[src/design/signed_int_to_decimal_ascii_core_macros.svh]
// Assertion macros used by the converter's top-level RTL file.
`ifndef SIGNED_INT_TO_DECIMAL_ASCII_CORE_MACROS_SVH
`define SIGNED_INT_TO_DECIMAL_ASCII_CORE_MACROS_SVH
`ifndef SYNTH
// Clocked assertion that is switched off while reset is held.
`define S2D_ASSERT(lbl, clk, rstn, prop, msg) \
    lbl: assert property (@(posedge clk) disable iff (!rstn) prop) else $error(msg);
// Clocked assertion that is checked in every cycle, reset included.
`define S2D_ASSERT_ALWAYS(lbl, clk, prop, msg) \
    lbl: assert property (@(posedge clk) prop) else $error(msg);
`else
`define S2D_ASSERT(lbl, clk, rstn, prop, msg)
`define S2D_ASSERT_ALWAYS(lbl, clk, prop, msg)
`endif
`endif

[src/design/s2d_pkg.sv]
// Package of the signed integer to decimal text converter: sizes, codes and types.
package s2d_pkg;
    localparam int VALUE_WIDTH = 64;
    // Decimal digits needed for the largest magnitude, 2^(VALUE_WIDTH-1).
    localparam int NDIG  = ((VALUE_WIDTH - 1) * 30103) / 100000 + 1;
    localparam int BCD_W = 4 * NDIG;
    localparam int CNT_W = $clog2(VALUE_WIDTH);
    localparam int DIG_W = $clog2(NDIG + 1);

    localparam logic [5:0] CHAR_ZERO  = 6'd48;
    localparam logic [5:0] CHAR_MINUS = 6'd45;

    typedef enum logic [2:0] {
        ST_IDLE,
        ST_CONV,
        ST_SKIP,
        ST_SIGN,
        ST_DIGIT
    } t_state;

    typedef struct packed {
        logic load;
        logic conv;
        logic dshift;
    } t_dab_ctrl;

    typedef struct packed {
        logic [5:0] ch;
        logic       last;
    } t_beat;
endpackage

[src/design/s2d_dabble.sv]
// Bit-serial shift-and-add-three binary to BCD converter with a digit shift for read-out.
module s2d_dabble (
    input  logic                           i_clk,
    input  s2d_pkg::t_dab_ctrl             i_ctrl,
    input  logic [s2d_pkg::VALUE_WIDTH-1:0] i_mag,
    output logic [3:0]                     o_top_digit
);
    import s2d_pkg::*;

    logic [VALUE_WIDTH-1:0] r_bin, n_bin;
    logic [BCD_W-1:0]       r_bcd, n_bcd;
    logic [BCD_W-1:0]       w_adj;

    always_comb begin
        for (int d = 0; d < NDIG; d++) begin
            if (r_bcd[4*d +: 4] >= 4'd5) begin
                w_adj[4*d +: 4] = r_bcd[4*d +: 4] + 4'd3;
            end else begin
                w_adj[4*d +: 4] = r_bcd[4*d +: 4];
            end
        end
    end

    always_comb begin
        n_bin = r_bin;
        n_bcd = r_bcd;
        if (i_ctrl.load) begin
            n_bin = i_mag;
            n_bcd = '0;
        end else if (i_ctrl.conv) begin
            n_bin = {r_bin[VALUE_WIDTH-2:0], 1'b0};
            n_bcd = {w_adj[BCD_W-2:0], r_bin[VALUE_WIDTH-1]};
        end else if (i_ctrl.dshift) begin
            n_bcd = {r_bcd[BCD_W-5:0], 4'd0};
        end
    end

    always_ff @(posedge i_clk) begin
        r_bin <= n_bin;
        r_bcd <= n_bcd;
    end

    assign o_top_digit = r_bcd[BCD_W-1 -: 4];
endmodule

[src/design/s2d_out.sv]
// Output register stage of the converter's character stream.
module s2d_out (
    input  logic           i_clk,
    input  logic           i_rst_n,
    input  logic           i_push,
    input  s2d_pkg::t_beat i_beat,
    output logic           o_room,
    output logic           o_m_tvalid,
    input  logic           i_m_tready,
    output logic [7:0]     o_m_tdata,  // [5:0] ascii_char, [7:6] zero
    output logic           o_m_tlast   // last_char
);
    import s2d_pkg::*;

    logic  r_valid, n_valid;
    t_beat r_beat;

    assign o_room = !r_valid || i_m_tready;

    always_comb begin
        n_valid = r_valid;
        if (i_push) begin
            n_valid = 1'b1;
        end else if (i_m_tready) begin
            n_valid = 1'b0;
        end
    end

    always_ff @(posedge i_clk) begin
        if (!i_rst_n) begin
            r_valid <= 1'b0;
        end else begin
            r_valid <= n_valid;
        end
    end

    always_ff @(posedge i_clk) begin
        if (i_push) begin
            r_beat <= i_beat;
        end
    end

    assign o_m_tvalid = r_valid;
    assign o_m_tdata  = {2'b00, r_beat.ch};
    assign o_m_tlast  = r_beat.last;
endmodule

[src/design/signed_int_to_decimal_ascii_core.sv]
// Top level of the signed integer to decimal ASCII text converter.
// One beat in carries a signed VALUE_WIDTH-bit integer in the low bits of
// i_s_tdata (higher bits are ignored). The block answers with its decimal
// text, one character per output beat, most significant first: a leading
// '-' for negative values, no leading zeros, a single '0' for zero, and
// tlast on the final character. The most negative value is converted
// exactly. One item is handled at a time: on acceptance the magnitude is
// formed and loaded, then the bit-serial shift-and-add-three loop runs
// over all VALUE_WIDTH bits to build the BCD digits, then leading zeros
// are skipped, and then the characters are sent, an optional minus sign
// first. The next item is taken as soon as the final character has
// entered the output register, even while that character still waits
// to be taken.
`include "signed_int_to_decimal_ascii_core_macros.svh"
module signed_int_to_decimal_ascii_core (
    input  logic        i_clk,
    input  logic        i_rst_n,
    input  logic        i_s_tvalid,
    output logic        o_s_tready,
    input  logic [63:0] i_s_tdata,   // [63:0] value
    output logic        o_m_tvalid,
    input  logic        i_m_tready,
    output logic [7:0]  o_m_tdata,   // [5:0] ascii_char, [7:6] zero
    output logic        o_m_tlast    // last_char
);
    import s2d_pkg::*;

    t_state             r_state, n_state;
    logic [CNT_W-1:0]   r_bitcnt, n_bitcnt;
    logic [DIG_W-1:0]   r_digcnt, n_digcnt;
    logic               r_neg, n_neg;

    logic [VALUE_WIDTH-1:0] w_raw;
    logic [VALUE_WIDTH-1:0] w_mag;
    logic                   w_accept;
    logic                   w_room;
    logic                   w_push;
    logic [3:0]             w_top;
    t_beat                  w_beat;
    t_dab_ctrl              w_ctrl;

    // Only the low VALUE_WIDTH bits count; the magnitude of a negative
    // value is its two's complement, which also covers the most negative
    // value since it is read back as an unsigned number.
    assign w_raw    = i_s_tdata[VALUE_WIDTH-1:0];
    assign w_mag    = w_raw[VALUE_WIDTH-1] ? (~w_raw + 1'b1) : w_raw;
    assign w_accept = i_s_tvalid && o_s_tready;
    assign o_s_tready = (r_state == ST_IDLE);

    always_ff @(posedge i_clk) begin
        if (!i_rst_n) begin
            r_state <= ST_IDLE;
        end else begin
            r_state <= n_state;
        end
    end

    always_ff @(posedge i_clk) begin
        r_bitcnt <= n_bitcnt;
        r_digcnt <= n_digcnt;
        r_neg    <= n_neg;
    end

    // Sequencer: conversion, leading-zero skip, sign, then the digits.
    always_comb begin
        n_state     = r_state;
        n_bitcnt    = r_bitcnt;
        n_digcnt    = r_digcnt;
        n_neg       = r_neg;
        w_ctrl      = '0;
        w_push      = 1'b0;
        w_beat.ch   = CHAR_ZERO + {2'b00, w_top};
        w_beat.last = (r_digcnt == DIG_W'(1));
        case (r_state)
            ST_IDLE: begin
                if (w_accept) begin
                    w_ctrl.load = 1'b1;
                    n_neg       = w_raw[VALUE_WIDTH-1];
                    n_bitcnt    = CNT_W'(VALUE_WIDTH - 1);
                    n_digcnt    = DIG_W'(NDIG);
                    n_state     = ST_CONV;
                end
            end
            ST_CONV: begin
                w_ctrl.conv = 1'b1;
                n_bitcnt    = r_bitcnt - 1'b1;
                if (r_bitcnt == '0) begin
                    n_state = ST_SKIP;
                end
            end
            ST_SKIP: begin
                // Drop leading zeros, but always keep the units digit.
                if (w_top == 4'd0 && r_digcnt != DIG_W'(1)) begin
                    w_ctrl.dshift = 1'b1;
                    n_digcnt      = r_digcnt - 1'b1;
                end else if (r_neg) begin
                    n_state = ST_SIGN;
                end else begin
                    n_state = ST_DIGIT;
                end
            end
            ST_SIGN: begin
                w_beat.ch   = CHAR_MINUS;
                w_beat.last = 1'b0;
                if (w_room) begin
                    w_push  = 1'b1;
                    n_state = ST_DIGIT;
                end
            end
            ST_DIGIT: begin
                if (w_room) begin
                    w_push        = 1'b1;
                    w_ctrl.dshift = 1'b1;
                    n_digcnt      = r_digcnt - 1'b1;
                    if (r_digcnt == DIG_W'(1)) begin
                        n_state = ST_IDLE;
                    end
                end
            end
            default: begin
                n_state = ST_IDLE;
            end
        endcase
    end

    s2d_dabble u_dabble (
        .i_clk       (i_clk),
        .i_ctrl      (w_ctrl),
        .i_mag       (w_mag),
        .o_top_digit (w_top)
    );

    s2d_out u_out (
        .i_clk      (i_clk),
        .i_rst_n    (i_rst_n),
        .i_push     (w_push),
        .i_beat     (w_beat),
        .o_room     (w_room),
        .o_m_tvalid (o_m_tvalid),
        .i_m_tready (i_m_tready),
        .o_m_tdata  (o_m_tdata),
        .o_m_tlast  (o_m_tlast)
    );

    `S2D_ASSERT(a_accept_starts_conv, i_clk, i_rst_n, w_accept |=> r_state == ST_CONV, "accepted item did not start conversion")
    `S2D_ASSERT(a_digit_count_live, i_clk, i_rst_n, (r_state == ST_DIGIT || r_state == ST_SIGN) |-> r_digcnt != '0, "no digits left while sending")
    `S2D_ASSERT(a_minus_not_last, i_clk, i_rst_n, (o_m_tvalid && o_m_tdata[5:0] == CHAR_MINUS) |-> !o_m_tlast, "minus sign flagged as last character")
    `S2D_ASSERT(a_digit_is_decimal, i_clk, i_rst_n, (w_push && r_state == ST_DIGIT) |-> w_top <= 4'd9, "BCD digit out of range")
endmodule

[config.mk]
export PLATFORM = sky130hd
export DESIGN_NAME = signed_int_to_decimal_ascii_core
export DESIGN_NICKNAME = d
export VERILOG_FILES = /design/src/design/s2d_pkg.sv /design/src/design/s2d_dabble.sv /design/src/design/s2d_out.sv /design/src/design/signed_int_to_decimal_ascii_core.sv
export VERILOG_INCLUDE_DIRS = /design/src /design/src/design
export SDC_FILE = /design/constraint.sdc
export NUM_CORES = 1
export LEC_CHECK = 0
export BUFFER_PORTS_ARGS = -buffer_cell sky130_fd_sc_hd__buf_2
export CAP_MARGIN = 5
export CORE_MARGIN = 2
export CORE_UTILIZATION = 52
export DETAILED_ROUTE_END_ITERATION = 10
export PLACE_DENSITY = 0.73
export REMOVE_ABC_BUFFERS = 1
export SKIP_LAST_GASP = 1
export SYNTH_ARGS = -nofsm -noshare
export SYNTH_HDL_FRONTEND = slang
export SYNTH_HIERARCHICAL = 1
export SYNTH_SLANG_ARGS = --single-unit
[constraint.sdc]
create_clock -name i_clk -period 3.75 [get_ports i_clk]
set_clock_uncertainty 0.1 [all_clocks]
set_input_delay 0.75 -clock i_clk [delete_from_list [all_inputs] [get_ports i_clk]]
set_output_delay 0.75 -clock i_clk [all_outputs]
set_load 0.03 [all_outputs]
Word-level counts from Yosys, hierarchy flattened --
Index checks and enable logic that the tools add are counted.
Word-level totals: bits in registers 163, output and inout port bits 11, logic and storage cells 129
Cells by class: $add $sub $neg 23, magnitude comparators 19, eq/ne operators 13, mux-type cells 47, bitwise operators 1, reduce and logical (&&, ||, !) cells 17
Operators by type and width (number):
- two-way mux 64 bit | 3
- two-way mux 76 bit | 2
- greater-or-equal comparator 4 x 3 -> 1 bit, second input constant | 19
- adder 4 x 2 -> 4 bit, second input constant | 18
- two-way mux 4 bit | 18
- adder 64 x 1 -> 64 bit, second input constant | 1
- NOT 64 bit | 1
- two-way mux 3 bit | 8
- two-way mux 5 bit | 3
- one-hot mux 3 bit (5 select lines) | 1
- one-hot mux 5 bit (3 select lines) | 1
- one-hot mux 6 bit (2 select lines) | 1
- two-way mux 1 bit | 8
- != test 2 bit, second input constant | 4
- nonzero test 2 bit | 4
- adder 5 x 5 -> 6 bit, first input constant | 1
- equality test 3 x 2 -> 1 bit, second input constant | 2
- zero test 6 bit | 1
- two-way mux 6 bit | 1
- != test 2 x 1 -> 1 bit, second input constant | 3
- AND reduction 6 bit | 1
- subtractor 6 x 1 -> 6 bit, second input constant | 1
- equality test 5 x 1 -> 1 bit, second input constant | 1
- != test 5 x 1 -> 1 bit, second input constant | 1
- 14 further kinds | 16

Depth between registers and ports, before layout --
depth after elaboration 6, gate-level depth with buffers 11

Hierarchy --
Netlist, hierarchy kept.
Modules (own cells, without submodules):
- s2d_dabble | times used 1, cells an instance 719, area each 7698.6 µm², sequential area each 3443.3 µm²
- signed_int_to_decimal_ascii_core | times used 1, cells an instance 285, area each 2321.0 µm², sequential area each 420.4 µm²
- s2d_out | times used 1, cells an instance 14, area each 277.8 µm², sequential area each 230.2 µm²

Least setup slack after synthesis --
No wires, ideal clock.
kind reg-to-reg, start register r_state[0], end register u_dabble.r_bcd[10], setup time 0.230 ns, arrival 4.032 ns, data required time 3.420 ns, path slack -0.612 ns, cell stages (with the launch flop) 8, period minus slack after synthesis 4.362 ns, cells stage by stage dfxtp_1 > clkbuf_1 > nor3_1 > and2_1 > nor2_1 > clkinv_1 > clkbuf_1 > o221ai_1
RTL lines:
- from (decl) | RTL line signed_int_to_decimal_ascii_core.sv:28 | t_state r_state, n_state;
- from (signal assigned) | RTL line signed_int_to_decimal_ascii_core.sv:54 | r_state <= n_state;
- to (signal assigned) | RTL line s2d_dabble.sv:40 | r_bcd <= n_bcd;
- to (decl) | RTL line s2d_dabble.sv:11 | logic [BCD_W-1:0] r_bcd, n_bcd;

Worst setup path after layout --
start input port i_s_tdata[12], end register u_dabble.r_bin[48] (data pin)
On the way: cells in the longest elaborated chain, start to end 4
Ends and longest elaborated chain:
- from (decl) | RTL line signed_int_to_decimal_ascii_core.sv:20 | input logic [63:0] i_s_tdata,
- NOT 64 bit | RTL line signed_int_to_decimal_ascii_core.sv:46 | assign w_mag = w_raw[VALUE_WIDTH-1] ? (~w_raw + 1'b1) : w_raw;
- adder 64 x 1 -> 64 bit | RTL line signed_int_to_decimal_ascii_core.sv:46
- two-way mux 64 bit | RTL line signed_int_to_decimal_ascii_core.sv:46
- named net w_mag[48] | RTL line signed_int_to_decimal_ascii_core.sv:34 | logic [VALUE_WIDTH-1:0] w_mag;
- two-way mux 64 bit | RTL line s2d_dabble.sv:27 | if (i_ctrl.load) begin
- named net u_dabble.n_bin[48] | RTL line s2d_dabble.sv:10 | logic [VALUE_WIDTH-1:0] r_bin, n_bin;
- to (signal assigned) | RTL line s2d_dabble.sv:39 | r_bin <= n_bin;
- to (decl) | RTL line s2d_dabble.sv:10
The timed path passes the listed nets, and every way through them passes these cells. A chain may end at the register's enable or synchronous reset.

==> impl_metrics.py <==
metrics = {
    "run_status": {
        "status": "complete, no violations",
    },
    "clock_tree": {
        "cts.repair.resized": 0,
        "clk_latency_ns": 0.43,
        "cts_tree": "yes",
        "path_clk_slew_ns": 0.07,
        "cts-root-buf": "clkbuf_16",
        "h-tree-depth": 4,
        "hold_buffers": 0,
        "numCtsBuffers": 17,
        "cts_max_path_buffers": 2,
        "cts_setup_buffers": 0,
        "cts_sinks": 163,
    },
    "place": {
        "dp_cells": 1307,
        "finalWeightedCongestion": 0.8124,
        "port_buffers": 76,
        "placed_cell_area_um2": 10810,
        "dpl.hpwl_um": 14120,
    },
    "logic_synthesis": {
        "synth-simple-area-share_pct": 15.75,
        "synth.top_cells.by_count": "edfxtp_1 (83), dfxtp_1 (80), mux2_2 (74)",
        "synthesis.area_um2": 10300,
        "synth_top_area_share_pct": 24.20,
        "ys_ff_latch": 163,
        "synth_edf_count": 83,
        "yosys_warnings": 6,
        "synth_seq_area_share_pct": 39.76,
        "synthAdderAreaFrac_pct": 5.225,
        "synth.mux.area_fraction_pct": 10.52,
        "synth_compound_area_share_pct": 17.80,
        "synth_area_leaders": "edfxtp_1 (24%), dfxtp_1 (16%), mux2_2 (8.1%)",
        "synth_xor_area_share_pct": 5.614,
        "synth_largest_area_cell": "edfxtp_1",
        "synth_cell_types": 67,
        "synth_area_per_cell_um2": 10.12,
        "synth_most_common_cell": "edfxtp_1",
        "synth_cells": 1018,
        "async_flop_share_pct": 0,
        "synth_ff_type": "edfxtp_1",
        "synth_top_family_by_area": "compound AO/OA/AOI/OAI gates",
    },
    "pwr": {
        "leakagePower_nw": 3.819,
        "ir_drop_mv": 0.3415,
        "power.density_nw_per_um2": 469.7,
    },
    "drt": {
        "drt-initial-drc-count": 504,
        "highest_layer": "met4",
        "vias_per_cell": 6.075,
        "wl_met2_um": 10620,
        "drtPass1Iterations": 5,
        "drtAntennaViolNets": 0,
        "drt_wl_total_um": 21890,
        "remaining_drc_errors": 0,
        "wl_per_cell_um": 16.36,
        "vias": 8129,
        "met3_length_um": 719,
        "drt-met1-wl_um": 10270,
    },
    "worst_setup_path": {
        "crit_start": "i_s_tdata[12]",
        "reg2reg_to": "u_dabble/r_bcd[4]",
        "end_kind": "register",
        "arrival_ns": 3.31,
        "cp-start-kind": "primary input",
        "max_stage_delay_ns": 0.56,
        "crit_end": "u_dabble/r_bin[48]",
        "path_max_fanout": 12,
        "path_class": "primary input to register",
        "slowest_stage": "or4_4",
        "rrSetupSlack_ns": 0.93,
        "rr_startpoint": "r_digcnt[1]",
        "path_cells": "buf_2 -> or4_4 -> nor4_4 -> nand4_2 -> o41ai_1 -> xnor2_1 -> mux2_2",
        "ff2ff_path_depth": 9,
        "worstPathRequired_ns": 3.84,
    },
    "timing": {
        "finalHoldViolations": 0,
        "relSlewSlack_pct": 24.13,
        "setup_viol_count_final": 0,
        "finalMaxSlewViolations": 0,
        "fin_crit_ns": 3.216,
        "fmax_mhz": 311.0,
        "tightest_slew_ns": 1.138,
        "fin_crit_sh_pct": 85.75,
        "rsz0062_at_grt": "no",
    },
    "finish": {
        "layout.nets": 1172,
        "fin_area_um2": 11430,
        "diodes": 0,
        "final_cells": 1338,
        "areaGrowthSynthToFinish_pct": 11.00,
        "drive_gt1_share_pct": 20.97,
    },
    "global_routing": {
        "grt_max_degree": 70,
        "grtUsageTotal_pct": 21.69,
        "grt_pass1_vias": 7696,
        "antenna_found_initial": 0,
        "grt-ovfl-total": 0,
        "grt_pass1_wl_um": 37050,
    },
    "floorplan": {
        "coreArea_um2": 19460,
        "io_pins": 79,
        "initial_core_util_pct": 52.91,
        "fp.dieW_um": 144.7,
        "fp.dieH_um": 144.7,
        "num_rows": 51,
        "die_area_um2": 20940,
    },
    "worst_hold_path": {
        "min_path_type": "register to register",
    },
    "run": {
        "cap_violations": 0,
    },
}
## routing by layer
layer	track usage [%]	vias up
met1	28.64	3968
met5	0	-
met2	37.07	174
met4	5.468	0
met3	3.817	23
li1	-	3964
## logic make-up after synthesis
family          count (synthesis)
other cells                     2
fa+ha+maj                      43
xor+xnor                       66
mux                            99
flops                         163
simple gates                  267
compound gates                259
buf+inv                       119
## area by class of cell
| cell class | count | area [um^2] |
|---|---|---|
| fill | 1648 | 8033 |
| clock buffer | 17 | 425.4 |
| sequential | 163 | 4094 |
| multi-input combinational | 737 | 5692 |
| clock inverter | 14 | 192.7 |
| inverter | 52 | 196.4 |
| tap | 265 | 331.6 |
| timing repair buffer | 90 | 498.0 |
## cell usage in the layout (no fill, tap or decap), drive strengths merged, types with 4 or more instances in the layout
cell type	n
mux2i	25
nand4b	35
a221oi	8
or2	4
o41ai	15
edfxtp	83
o311ai	10
o211a	9
mux2	74
a32oi	18
dfxtp	80
nor3	25
ha	43
nor3b	9
and2	8
inv	58
o221ai	26
nand2b	30
buf	90
o31ai	26
xnor2	63
clkbuf	17
a211oi	11
nand3	18
or4	10
nand2	48
a31oi	7
nor2	19
or3	44
nor4	5
a21oi	61
o21ai	57
## state kept, by name (all words and copies together), names as in the netlist
name,cells
u_out/o_m_tdata,6
r_state,3
r_bitcnt,6
r_digcnt,5
u_out/o_m_tlast,1
u_dabble/r_bcd,76
u_dabble/r_bin,64
u_out/o_m_tvalid,1
r_neg,1
## worst min-delay path by stage
stage | start | end | slack, ns | depth (start not counted)
floorplan | u_dabble/r_bcd[75] | u_dabble/r_bcd[75] | 0.37 | 2
global placement | u_dabble/r_bin[63] | u_dabble/r_bcd[0] | 0.38 | 2
detailed placement | u_dabble/r_bin[63] | u_dabble/r_bcd[0] | 0.39 | 2
CTS | u_dabble/r_bin[63] | u_dabble/r_bcd[0] | 0.41 | 2
global route | u_out/o_m_tvalid | u_out/o_m_tvalid | 0.44 | 2
finish | u_dabble/r_bin[63] | u_dabble/r_bcd[0] | 0.41 | 2
## per-stage QoR
stage / utilization (%) / total power, mW / worst slack (ns) / hold slack [ns] / setup TNS (ns)
after CTS: 58.73 / 5.403 / 0.5754 / 0.4110 / 0
after detailed placement: 55.55 / 3.558 / 0.09270 / 0.3932 / 0
after global placement: 55.55 / 3.524 / 0.1699 / 0.3820 / 0
after floorplan: - / 3.215 / -5.024 / 0.3745 / -566.62
after global routing: 58.73 / 5.644 / 0.4772 / 0.4369 / 0
final: 58.73 / 5.368 / 0.5344 / 0.4070 / 0
## critical path, delay by kind of cell
| kind | cells | cell delay (ns) |
|---|---|---|
| and+or+nand+nor | 3 | 1.54 |
| muxes | 1 | 0.27 |
| buffers and inverters | 1 | 0.12 |
| AOI/OAI and AO/OA | 1 | 0.50 |
| xor gates and xnor gates | 1 | 0.12 |
## power breakdown
| part | leakage (nW) | internal (mW) | switching (mW) |
|---|---|---|---|
| Clock | 0.292 | 1.07 | 0.768 |
| Sequential | 1.44 | 2.19 | 0.188 |
| Combinational | 2.09 | 0.515 | 0.640 |
(Power assumes the default switching activity.)
